`config.mk`:
```
export PLATFORM = sky130hd
export DESIGN_NAME = ga_generation_engine
export DESIGN_NICKNAME = d
export VERILOG_FILES = /design/src/rtl/ga_pkg.sv /design/src/rtl/ga_lfsr.sv /design/src/rtl/ga_fit_cmp.sv /design/src/rtl/ga_generation_engine.sv
export SDC_FILE = /design/constraint.sdc
export NUM_CORES = 2
export LEC_CHECK = 0
export BUFFER_PORTS_ARGS = -buffer_cell sky130_fd_sc_hd__buf_4
export CAP_MARGIN = 20
export CORE_ASPECT_RATIO = 1.1
export CORE_MARGIN = 2
export CORE_UTILIZATION = 30
export DETAILED_ROUTE_END_ITERATION = 12
export PLACE_DENSITY = 0.42
export SLEW_MARGIN = 20
export SYNTH_ARGS = -nofsm -noshare
export SYNTH_HDL_FRONTEND = slang
export SYNTH_SLANG_ARGS = --single-unit
```
`constraint.sdc`:
```
create_clock -name clock -period 19.41 [get_ports clock]
set_input_delay 2.9115 -clock clock [delete_from_list [all_inputs] [get_ports clock]]
set_output_delay 2.9115 -clock clock [all_outputs]
set_load 0.005 [all_outputs]
```
`src/rtl/ga_pkg.sv`:
```
package ga_pkg;

   // request codes
   localparam logic [1:0] REQ_LOAD    = 2'd0;
   localparam logic [1:0] REQ_SET_FIT = 2'd1;
   localparam logic [1:0] REQ_EVOLVE  = 2'd2;
   localparam logic [1:0] REQ_READ    = 2'd3;

   // register indexes
   localparam int CSR_IDX_W = 2;
   localparam logic [CSR_IDX_W-1:0] CSR_ELITISM   = 2'd0;
   localparam logic [CSR_IDX_W-1:0] CSR_TOURNAMENT = 2'd1;
   localparam logic [CSR_IDX_W-1:0] CSR_MUT_THR   = 2'd2;
   localparam logic [CSR_IDX_W-1:0] CSR_SEED      = 2'd3;

   localparam logic [31:0] LFSR_MASK = 32'h8020_0003;
   localparam int LFSR_STEPS_PER_CYCLE = 8;

   // Galois right-shift LFSR, eight steps
   function automatic logic [31:0] lfsr_advance(input logic [31:0] s);
      logic [31:0] x;
      x = s;
      for (int k = 0; k < LFSR_STEPS_PER_CYCLE; k++) begin
         if (x[0]) begin
            x = (x >> 1) ^ LFSR_MASK;
         end else begin
            x = x >> 1;
         end
      end
      return x;
   endfunction

endpackage

```
`src/rtl/ga_lfsr.sv`:
```
module ga_lfsr (
   input  logic        clock,
   input  logic        reset,
   input  logic        seed_load,
   input  logic [31:0] seed,
   input  logic        step,
   output logic [31:0] state
);
   import ga_pkg::*;

   logic [31:0] lfsr_ff;
   logic [31:0] lfsr_in;

   always_comb begin
      lfsr_in = lfsr_ff;
      if (seed_load) begin
         lfsr_in = (seed == 32'd0) ? 32'd1 : seed;
      end else if (step) begin
         lfsr_in = lfsr_advance(lfsr_ff);
      end
   end

   always_ff @(posedge clock) begin
      if (reset) begin
         lfsr_ff <= 32'd1;
      end else begin
         lfsr_ff <= lfsr_in;
      end
   end

   assign state = lfsr_ff;

endmodule

```
`src/rtl/ga_fit_cmp.sv`:
```
module ga_fit_cmp (
   input  logic signed [31:0] fit_a,
   input  logic signed [31:0] fit_b,
   input  logic               force_take,
   output logic               take_b
);
   import ga_pkg::*;

   // b replaces a on ties: later index wins
   assign take_b = force_take | (fit_a <= fit_b);

endmodule

```
`src/rtl/ga_generation_engine.sv`:
```
// GA generation engine.
// Request channel (req_*): valid/ready. req_type selects load genes, set
// fitness, evolve one generation or read a member. Load and set fitness
// finish in the accept cycle and return nothing. Read returns one
// registered response in the cycle after accept. Evolve returns POP_SIZE
// responses, slots 0 upward, rsp_last on the final one.
// Response channel (rsp_*): valid/ready, one output register. A stalled
// response holds its payload; the engine waits and takes no new request
// until every response of the current request has been taken.
// Config channel (csr_*): always ready; the user must write it only
// while idle; the block does not enforce this. Evolve cost: each draw
// takes sixteen LFSR steps, then uses the low half. Per bred slot
// 2*T + GENE_COUNT draws, GENE_COUNT mutation tests and one draw per
// mutated gene; plus a POP_SIZE elitism scan and a handshake per response.
// One LFSR serves all draws, one comparator the scan and tournaments.
// Reset: LFSR to 1, registers to their defaults, engine idle. Population
// contents are undefined until loaded.
module ga_generation_engine #(
   parameter int POP_SIZE       = 10,
   parameter int MAX_TOURNAMENT = 5,
   parameter int GENE_COUNT     = 2
) (
   input  logic                           clock,
   input  logic                           reset,
   input  logic                           req_valid,
   output logic                           req_ready,
   input  logic [1:0]                     req_type,
   input  logic [3:0]                     req_member_index,
   input  logic signed [15:0]             req_gene_x,
   input  logic signed [15:0]             req_gene_y,
   input  logic signed [31:0]             req_fitness_value,
   output logic                           rsp_valid,
   input  logic                           rsp_ready,
   output logic [3:0]                     rsp_out_index,
   output logic signed [15:0]             rsp_out_gene_x,
   output logic signed [15:0]             rsp_out_gene_y,
   output logic signed [31:0]             rsp_out_fitness,
   output logic                           rsp_last,
   input  logic                           csr_valid,
   output logic                           csr_ready,
   input  logic [ga_pkg::CSR_IDX_W-1:0]   csr_index,
   input  logic [31:0]                    csr_wdata
);
   import ga_pkg::*;

   localparam int IW = (POP_SIZE > 1) ? $clog2(POP_SIZE) : 1;
   localparam int TW = $clog2(MAX_TOURNAMENT + 1);
   localparam int GW = (GENE_COUNT > 1) ? $clog2(GENE_COUNT) : 1;
   localparam int GY = (GENE_COUNT > 1) ? 1 : 0;
   localparam logic [IW-1:0] LAST_SLOT = IW'(POP_SIZE - 1);
   localparam logic [GW-1:0] LAST_GENE = GW'(GENE_COUNT - 1);

   localparam logic [3:0] S_IDLE  = 4'd0;
   localparam logic [3:0] S_SCAN  = 4'd1;
   localparam logic [3:0] S_ELITE = 4'd2;
   localparam logic [3:0] S_TDRAW = 4'd3;
   localparam logic [3:0] S_XDRAW = 4'd4;
   localparam logic [3:0] S_MTEST = 4'd5;
   localparam logic [3:0] S_MADD  = 4'd6;
   localparam logic [3:0] S_EMIT  = 4'd7;
   localparam logic [3:0] S_EWAIT = 4'd8;
   localparam logic [3:0] S_RSP   = 4'd9;

   // population and generation under construction
   logic [15:0] pop_genes    [POP_SIZE][GENE_COUNT];
   logic [31:0] pop_fitness  [POP_SIZE];
   logic [15:0] next_genes   [POP_SIZE][GENE_COUNT];
   logic [31:0] next_fitness [POP_SIZE];

   // config
   logic        elitism_ff;
   logic [2:0]  tsize_ff;
   logic [15:0] mut_thr_ff;

   // control
   logic [3:0]    state_ff, state_in;
   logic [1:0]    phase_ff, phase_in;
   logic [IW-1:0] slot_ff, slot_in;
   logic [GW-1:0] gene_ff, gene_in;
   logic [TW-1:0] tcnt_ff, tcnt_in;
   logic          par_ff, par_in;
   logic [IW-1:0] best_ff, best_in;
   logic [31:0]   best_fit_ff, best_fit_in;
   logic [IW-1:0] p1_ff, p1_in;
   logic [IW-1:0] p2_ff, p2_in;
   logic          rsp_valid_ff, rsp_valid_in;

   // response payload
   logic [3:0]  rsp_idx_ff;
   logic [15:0] rsp_gx_ff, rsp_gy_ff;
   logic [31:0] rsp_fit_ff;
   logic        rsp_last_ff;

   logic [31:0]   lfsr_state;
   logic [15:0]   rnd;
   logic          draw_state, draw_ready, lfsr_step, seed_load;
   logic [IW+16:0] pick_prod;
   logic [IW-1:0] pick, xsel;
   logic [IW-1:0] pf_addr, pg_addr;
   logic [31:0]   rd_fit;
   logic [15:0]   rd_genes [GENE_COUNT];
   logic          take_b, force_take;
   logic [TW-1:0] tn_eff;
   logic          req_fire, in_range, csr_fire;
   logic [IW-1:0] req_idx;

   assign req_ready = (state_ff == S_IDLE);
   assign req_fire  = req_valid & req_ready;
   assign csr_ready = 1'b1;
   assign csr_fire  = csr_valid & csr_ready;
   assign in_range  = (int'(req_member_index) < POP_SIZE);
   assign req_idx   = req_member_index[IW-1:0];

   // one draw: LFSR advances in phases 0 and 1, then phase 2 uses the value
   assign draw_state = (state_ff == S_TDRAW) || (state_ff == S_XDRAW) ||
                       (state_ff == S_MTEST) || (state_ff == S_MADD);
   assign draw_ready = draw_state && (phase_ff == 2'd2);
   assign lfsr_step  = draw_state && (phase_ff != 2'd2);
   assign seed_load  = csr_fire && (csr_index == CSR_SEED);
   assign rnd        = lfsr_state[15:0];

   ga_lfsr u_lfsr (
      .clock     (clock),
      .reset     (reset),
      .seed_load (seed_load),
      .seed      (csr_wdata),
      .step      (lfsr_step),
      .state     (lfsr_state)
   );

   // member pick: (r * POP_SIZE) >> 16
   assign pick_prod = {{(IW+1){1'b0}}, rnd} * (IW+17)'(POP_SIZE);
   assign pick      = pick_prod[IW+15:16];
   assign xsel      = rnd[0] ? p2_ff : p1_ff;

   // effective tournament size, clamped to 1..MAX_TOURNAMENT
   always_comb begin
      if (tsize_ff == 3'd0) begin
         tn_eff = TW'(1);
      end else if (int'(tsize_ff) > MAX_TOURNAMENT) begin
         tn_eff = TW'(MAX_TOURNAMENT);
      end else begin
         tn_eff = TW'(tsize_ff);
      end
   end

   // single read port per population array
   always_comb begin
      unique case (state_ff)
         S_SCAN:  pf_addr = slot_ff;
         S_TDRAW: pf_addr = pick;
         default: pf_addr = req_idx;
      endcase
      unique case (state_ff)
         S_ELITE: pg_addr = best_ff;
         S_XDRAW: pg_addr = xsel;
         default: pg_addr = req_idx;
      endcase
   end

   assign rd_fit = pop_fitness[pf_addr];
   always_comb begin
      for (int g = 0; g < GENE_COUNT; g++) begin
         rd_genes[g] = pop_genes[pg_addr][g];
      end
   end

   // shared fitness comparator: scan and tournaments
   assign force_take = (state_ff == S_SCAN) ? (slot_ff == '0) : (tcnt_ff == '0);

   ga_fit_cmp u_cmp (
      .fit_a      (best_fit_ff),
      .fit_b      (rd_fit),
      .force_take (force_take),
      .take_b     (take_b)
   );

   // sequencer
   always_comb begin
      state_in     = state_ff;
      phase_in     = phase_ff;
      slot_in      = slot_ff;
      gene_in      = gene_ff;
      tcnt_in      = tcnt_ff;
      par_in       = par_ff;
      best_in      = best_ff;
      best_fit_in  = best_fit_ff;
      p1_in        = p1_ff;
      p2_in        = p2_ff;
      rsp_valid_in = rsp_valid_ff;
      if (lfsr_step) begin
         phase_in = phase_ff + 2'd1;
      end
      unique case (state_ff)
         S_IDLE: begin
            if (req_fire) begin
               phase_in = 2'd0;
               tcnt_in  = '0;
               par_in   = 1'b0;
               gene_in  = '0;
               slot_in  = '0;
               if (req_type == REQ_READ) begin
                  rsp_valid_in = 1'b1;
                  state_in     = S_RSP;
               end else if (req_type == REQ_EVOLVE) begin
                  if (elitism_ff) begin
                     state_in = S_SCAN;
                  end else begin
                     state_in = S_TDRAW;
                  end
               end
            end
         end
         S_SCAN: begin
            if (take_b) begin
               best_in     = slot_ff;
               best_fit_in = rd_fit;
            end
            if (slot_ff == LAST_SLOT) begin
               state_in = S_ELITE;
            end else begin
               slot_in = slot_ff + IW'(1);
            end
         end
         S_ELITE: begin
            slot_in  = IW'(1);
            state_in = S_TDRAW;
         end
         S_TDRAW: begin
            if (draw_ready) begin
               phase_in = 2'd0;
               if (take_b) begin
                  best_in     = pick;
                  best_fit_in = rd_fit;
               end
               if (tcnt_ff == tn_eff - TW'(1)) begin
                  tcnt_in = '0;
                  if (!par_ff) begin
                     p1_in  = take_b ? pick : best_ff;
                     par_in = 1'b1;
                  end else begin
                     p2_in    = take_b ? pick : best_ff;
                     par_in   = 1'b0;
                     gene_in  = '0;
                     state_in = S_XDRAW;
                  end
               end else begin
                  tcnt_in = tcnt_ff + TW'(1);
               end
            end
         end
         S_XDRAW: begin
            if (draw_ready) begin
               phase_in = 2'd0;
               if (gene_ff == LAST_GENE) begin
                  gene_in = '0;
                  if (slot_ff == LAST_SLOT) begin
                     slot_in  = elitism_ff ? IW'(1) : '0;
                     state_in = S_MTEST;
                  end else begin
                     slot_in  = slot_ff + IW'(1);
                     state_in = S_TDRAW;
                  end
               end else begin
                  gene_in = gene_ff + GW'(1);
               end
            end
         end
         S_MTEST, S_MADD: begin
            if (draw_ready) begin
               phase_in = 2'd0;
               if ((state_ff == S_MTEST) && (rnd < mut_thr_ff)) begin
                  state_in = S_MADD;
               end else begin
                  state_in = S_MTEST;
                  if (gene_ff == LAST_GENE) begin
                     gene_in = '0;
                     if (slot_ff == LAST_SLOT) begin
                        slot_in  = '0;
                        state_in = S_EMIT;
                     end else begin
                        slot_in = slot_ff + IW'(1);
                     end
                  end else begin
                     gene_in = gene_ff + GW'(1);
                  end
               end
            end
         end
         S_EMIT: begin
            rsp_valid_in = 1'b1;
            state_in     = S_EWAIT;
         end
         S_EWAIT: begin
            if (rsp_ready) begin
               rsp_valid_in = 1'b0;
               if (slot_ff == LAST_SLOT) begin
                  state_in = S_IDLE;
               end else begin
                  slot_in  = slot_ff + IW'(1);
                  state_in = S_EMIT;
               end
            end
         end
         S_RSP: begin
            if (rsp_ready) begin
               rsp_valid_in = 1'b0;
               state_in     = S_IDLE;
            end
         end
         default: begin
            state_in = S_IDLE;
         end
      endcase
   end

   always_ff @(posedge clock) begin
      if (reset) begin
         state_ff     <= S_IDLE;
         phase_ff     <= 2'd0;
         slot_ff      <= '0;
         gene_ff      <= '0;
         tcnt_ff      <= '0;
         par_ff       <= 1'b0;
         best_ff      <= '0;
         p1_ff        <= '0;
         p2_ff        <= '0;
         rsp_valid_ff <= 1'b0;
         elitism_ff   <= 1'b1;
         tsize_ff     <= 3'd5;
         mut_thr_ff   <= 16'd983;
      end else begin
         state_ff     <= state_in;
         phase_ff     <= phase_in;
         slot_ff      <= slot_in;
         gene_ff      <= gene_in;
         tcnt_ff      <= tcnt_in;
         par_ff       <= par_in;
         best_ff      <= best_in;
         p1_ff        <= p1_in;
         p2_ff        <= p2_in;
         rsp_valid_ff <= rsp_valid_in;
         if (csr_fire) begin
            unique case (csr_index)
               CSR_ELITISM:    elitism_ff <= csr_wdata[0];
               CSR_TOURNAMENT: tsize_ff   <= csr_wdata[2:0];
               CSR_MUT_THR:    mut_thr_ff <= csr_wdata[15:0];
               CSR_SEED:       ;
               default:        ;
            endcase
         end
      end
   end

   // storage and response payload
   always_ff @(posedge clock) begin
      best_fit_ff <= best_fit_in;
      if (req_fire && in_range && (req_type == REQ_LOAD)) begin
         for (int g = 0; g < GENE_COUNT; g++) begin
            if (g == 0) begin
               pop_genes[req_idx][g] <= req_gene_x;
            end else if (g == 1) begin
               pop_genes[req_idx][g] <= req_gene_y;
            end else begin
               pop_genes[req_idx][g] <= 16'd0;
            end
         end
      end
      if (req_fire && in_range && (req_type == REQ_SET_FIT)) begin
         pop_fitness[req_idx] <= req_fitness_value;
      end
      if (req_fire && (req_type == REQ_READ)) begin
         rsp_idx_ff  <= req_member_index;
         rsp_gx_ff   <= in_range ? rd_genes[0] : 16'd0;
         rsp_gy_ff   <= (in_range && (GENE_COUNT > 1)) ? rd_genes[GY] : 16'd0;
         rsp_fit_ff  <= in_range ? rd_fit : 32'd0;
         rsp_last_ff <= 1'b1;
      end
      if (state_ff == S_ELITE) begin
         for (int g = 0; g < GENE_COUNT; g++) begin
            next_genes[0][g] <= rd_genes[g];
         end
         next_fitness[0] <= best_fit_ff;
      end
      if ((state_ff == S_XDRAW) && draw_ready) begin
         next_genes[slot_ff][gene_ff] <= rd_genes[gene_ff];
         next_fitness[slot_ff]        <= 32'd0;
      end
      if ((state_ff == S_MADD) && draw_ready) begin
         next_genes[slot_ff][gene_ff] <= next_genes[slot_ff][gene_ff] + {15'd0, rnd[0]};
      end
      if (state_ff == S_EMIT) begin
         // commit the new member and present it
         for (int g = 0; g < GENE_COUNT; g++) begin
            pop_genes[slot_ff][g] <= next_genes[slot_ff][g];
         end
         pop_fitness[slot_ff] <= next_fitness[slot_ff];
         rsp_idx_ff  <= 4'(slot_ff);
         rsp_gx_ff   <= next_genes[slot_ff][0];
         rsp_gy_ff   <= (GENE_COUNT > 1) ? next_genes[slot_ff][GY] : 16'd0;
         rsp_fit_ff  <= next_fitness[slot_ff];
         rsp_last_ff <= (slot_ff == LAST_SLOT);
      end
   end

   assign rsp_valid       = rsp_valid_ff;
   assign rsp_out_index   = rsp_idx_ff;
   assign rsp_out_gene_x  = rsp_gx_ff;
   assign rsp_out_gene_y  = rsp_gy_ff;
   assign rsp_out_fitness = rsp_fit_ff;
   assign rsp_last        = rsp_last_ff;

   // checks
   a_rsp_state: assert property (@(posedge clock) disable iff (reset)
      rsp_valid_ff |-> (state_ff == S_RSP) || (state_ff == S_EWAIT))
      else $error("response valid outside a response state");

   a_no_overlap: assert property (@(posedge clock) disable iff (reset)
      !(req_ready && rsp_valid_ff))
      else $error("request taken while a response is pending");

   a_phase: assert property (@(posedge clock) disable iff (reset)
      phase_ff != 2'd3)
      else $error("draw phase out of range");

   a_last_slot: assert property (@(posedge clock) disable iff (reset)
      (rsp_valid_ff && (state_ff == S_EWAIT)) |->
         (rsp_last_ff == (slot_ff == LAST_SLOT)))
      else $error("last flag does not match final slot");

endmodule

```
# Word level (Yosys, flattened, before mapping)
# Memory sizes are Yosys's and may differ from the RTL's. A register that Yosys moved wholly into a read port is not among the register bits.
# Index checks and enable logic that the tools add are counted.
# Widths: inputs -> output; s select.
# word_totals
reg_bits	181
out_inout_bits	72
wordCells	340
mem_bits_rw	1280
latch_bits	0
romBits	0
inputBits	109
mem_count	4
# classes
n_div	0
shifts	0
n_eq_ne	35
n_reduce_logical	48
n_bitwise	44
n_mul	1
addsub	6
order_cmp	6
muxes	176
# mem_list
memory	depth	width	rd	rd_clocked_by_memory_dff	wr	line_no	source
next_fitness	10	32	1	1	1	ga_generation_engine.sv:68	logic [31:0] next_fitness [POP_SIZE];
next_genes	10	32	1	1	1	ga_generation_engine.sv:67	logic [15:0] next_genes [POP_SIZE][GENE_COUNT];
pop_fitness	10	32	1	0	1	ga_generation_engine.sv:66	logic [31:0] pop_fitness [POP_SIZE];
pop_genes	10	32	1	0	1	ga_generation_engine.sv:65	logic [15:0] pop_genes [POP_SIZE][GENE_COUNT];
# op_table
cell	n
$mux 32	37
$mux 16	13
$mux 4	36
$reduce_or 32->1	4
$mux 1	64
$pmux 32 s2	1
$pmux 4 s9	1
$or 1x1->1	33
$le 32x32->1	1
$logic_not 32->1	1
$not 3->4	8
$pmux 4 s2	3
$pmux 4 s6	1
$ne 2x2->1 const B	11
$mux 3	7
$mul 16x3->19 const B	1
$add 16x1->16	1
$demux 16 s1	1
$eq 4x3->1 const B	4
$lt 16x16->1	1
$reduce_and 4->1	4
$reduce_and 8->1	2
$mux 2	7
$eq 4x4->1 const B	3
38 further kinds	71

# Longest topological paths before layout
# logic_depth
word_depth	35
ltp_mapped	24
mapped_depth_nobuf	21

# Cells and area by module
# A second synthesis with hierarchy kept.
# unflattened
cells_unflattened	4430
area_unflattened_um2	63787.4
# by_module_without_submodules
mod	seq_area_each_um2	area_each_um2	cells_per_inst	n_inst
ga_generation_engine	42510.8	61109.9	4104	1
ga_lfsr	640.6	1821.7	212	1
ga_fit_cmp	0.0	855.8	114	1

# Worst setup path after synthesis
# No wires, ideal clock.
# synth_timing
path_kind	input -> register
start	in req_valid
end	reg rsp_last_ff, in the netlist rsp_last (enable)
path_buffers	0
required_ps	18814
setup_time_ps	596
path_slack_ps	10851
stages	2
arrival_time_ps	7963
path_cell_list	nand2_1 > o21ai_0
# synth_via
elab_chain_len	3
# synth_rtl
item	line_no	source
start: declaration	ga_generation_engine.sv:25	input logic req_valid,
$and 1x1->1	ga_generation_engine.sv:108	assign req_fire = req_valid & req_ready;
$logic_and 1x1->1	ga_generation_engine.sv:372	if (req_fire && (req_type == REQ_READ)) begin
$reduce_bool 2->1 (no source line)	--	
end signal: assignment	ga_generation_engine.sv:402	rsp_last_ff <= (slot_ff == LAST_SLOT);
end: declaration	ga_generation_engine.sv:92	logic rsp_last_ff;
# No other way between the ends.
# A chain may end at the register's enable or synchronous reset.

==> impl_metrics.ini <==
[yosys]
avgSynthCellArea_sq_um = 13.8
synth_nets = 5041
yosys.cell_types.count = 83
synth_fa_ha_area_share_pct = 1.57
synth_top_family_by_area = compound AO/OA/AOI/OAI gates
yosys_warnings = 0
synth-xor-area-share_pct = 0.535
synth_seq_area_share_pct = 64.3
synth_ff_type = edfxtp_1
synth.mux.area_fraction_pct = 11.2
postSynthCellCount = 4848
synth-edff-count = 1381
synth_area_sq_um = 67100
synth_compound_area_share_pct = 11.8
ys_ff_latch = 1465
synthArstFlopShare_pct = 0
synthSimpleGateAreaFrac_pct = 7.90

[timing]
post-route-min-period_ns = 8.53
fin_skew_ns = 0.0403
setup_tns_ns = 0
setup_viol = 0
fmax_mhz = 117
finalHoldWorstSlack_ns = 0.457
worst_slew_margin_rel_pct = 24.5
finalHoldViolCount = 0
rsz0062_at_grt = false
worst_slack_ns = 10.88
timing.final.crit_share_pct = 43.9
tightestPinTransition_ns = 1.13
slew_viol_final = 0

[cells_and_area]
final_common_cell = edfxtp_1
mostFrequentLayoutCells = edfxtp_1, nand2_1, mux2i_1, buf_4, clkbuf_16
seq_area_sq_um = 43200
finalNetCount = 5168
syn_to_final_growth_pct = 15.6
fillers = 21500
drive_above_1_share_pct = 16.8
multiInputGateArea_sq_um = 22600

[die]
core_sq_um = 223000
fp.dieW_um = 455
rows = 182
io_pins = 181
start_util_pct = 30.1
dieArea_sq_um = 227000
die_h_um = 500

[detailed_routing]
dr.first_iter.drc_count = 3570
wirelength_mm = 230
vias = 43900
wl_per_cell_um = 28.5
first_pass_iters = 5
antenna_left = 0
viasPerCell = 5.45
drc = 0

[place]
port_buffers = 179
pre_cts_ws_ns = 10.09
place.gp.congestion = 0.832
hpwlAfterDp_mm = 140

[min_path]
hp-class = reg2reg
min_to = mut_thr_ff[3]
hold_depth = 2
hold_path.startpoint = mut_thr_ff[3]

[worst_setup_path]
r2r_cells = 23
arrival_ns = 8.99
critical_path_class = in2reg
rrSetupSlack_ns = 11.06
worst_setup_path_start_kind = input port
reg2reg_from = u_lfsr.state[9]
endpoint_kind = flop
required_ns = 19.87
reg2reg_to = best_fit_ff[29]
cp_max_fo = 48

[power]
leakage_uw = 0.0253
cellPowerDensity_nw_per_um2 = 136
vdd_drop_max_uv = 109

[global_routing]
grt_pass1_vias = 43500
antenna_found_initial = 7
grt_max_degree = 97
grt_pass1_wl_mm = 326
track_usage_pct = 19.8
overflow = 0

[clock_tree]
cts_tree = built
cts_buffer_depth = 3
hold_buffers = 0
ctsRootBufferMaster = clkbuf_16
path_clk_slew_ns = 0.06
cts_setup_buffers = 0
htreeDepth = 4
cts_resized = 0
cts_buffers = 169
clock_sinks = 1465
clk_latency_ns = 0.83

[outcome]
status = finished, final reports clean

[job]
drv_cap = 0
==> cell usage after synthesis, drive strengths merged (90+ instances only) <==
| cell | n | share of area [%] |
|---|---|---|
| edfxtp | 1381 | 62 |
| nand2 | 604 | 3.4 |
| mux2i | 466 | 7.0 |
| clkbuf | 238 | 1.3 |
| nor2 | 195 | 1.1 |
| o211ai | 170 | 1.9 |
| o22ai | 154 | 1.4 |
| buf | 128 | 1.1 |
| nand3 | 108 | 0.81 |
| mux4 | 105 | 3.5 |
| a21oi | 90 | 0.67 |
| o21ai | 90 | 0.68 |
==> stage by stage <==
step | util, % | cell area [sq um] | cells | power, uW
after detailed placement | 32.3 | 72000 | 7748 | 7450
after floorplan | - | 67100 | 4848 | 6150
after global routing | 34.8 | 77500 | 8056 | 11000
after CTS | 34.7 | 77500 | 8053 | 10600
final | 34.8 | 77500 | 8059 | 10500
after global placement | 32.3 | 72000 | 7747 | 7450
==> critical path: stages <==
cell and delay (ns):
clkbuf_8 0.42, buf_4 0.87, buf_4 0.79, mux2i_1 0.26, o22ai_1 0.09, a2111oi_0 0.41
o211ai_1 0.21, o22a_1 0.25, o221ai_1 0.09, ha_1 0.29, a21o_1 0.19, a21o_1 0.17
a21oi_1 0.13, o21ai_0 0.14, a221o_1 0.47, nand2_1 0.10, mux2i_1 0.07, buf_4 0.21
nor2_4 0.10, buf_4 0.47
==> report_power, final <==
| part | internal, uW | switching, uW |
|---|---|---|
| Sequential | 3930 | 88.9 |
| Combinational | 1090 | 2250 |
| Clock | 1830 | 1330 |
==> flip-flops by register name, indices dropped and copies added, names as in the netlist, 4 cells and up, named ones only <==
register and flops:
rsp_out_gene_x 16, rsp_out_gene_y 16, p1_ff 4, rsp_out_fitness 32
best_fit_ff 32, state_ff 4, next_genes 320, mut_thr_ff 16
slot_ff 4, next_fitness 320, p2_ff 4, pop_fitness 320
rsp_out_index 4, pop_genes 320, best_ff 4, u_lfsr.state 32
==> metal layers <==
| layer | wire, um | GRT usage [%] |
|---|---|---|
| met1 | 95900 | 25.1 |
| met2 | 117000 | 34.6 |
| met3 | 9940 | 2.66 |
| met4 | 7130 | 6.57 |
| met5 | 13 | 0 |
==> cell type report <==
cell class,count,area share (%)
multi-input combinational,2970,29.2
clock inverter,91,1.24
sequential,1465,55.7
clock buffer,214,5.77
inverter,46,0.223
antenna,6,0.0194
timing repair buffer,323,3.15
tap,2944,4.75
==> worst max-delay path by stage <==
stage | cells after the start | slack, ns | end | startpoint
6_report | 20 | 10.88 | best_fit_ff[29] | req_member_index[1]
5_1_grt | 20 | 10.55 | best_fit_ff[26] | req_member_index[1]
4_1_cts | 20 | 10.99 | best_fit_ff[20] | req_member_index[1]
3_5_place_dp | 20 | 10.09 | best_fit_ff[20] | req_member_index[1]
3_3_place_gp | 20 | 10.05 | best_fit_ff[17] | req_member_index[1]
2_1_floorplan | 2 | 10.85 | rsp_last | req_valid
==> cell families (layout without fill, tap and decap cells) <==
logic type      after synthesis  after routing
compound gates             1048           1048
xor+xnor                     41             41
fa+ha+maj                    84             84
buf+inv                     413            674
flops                      1465           1465
mux                         612            612
other cells                   1              7
simple gates               1184           1184
No activity file was read; power rests on OpenSTA's default activity.
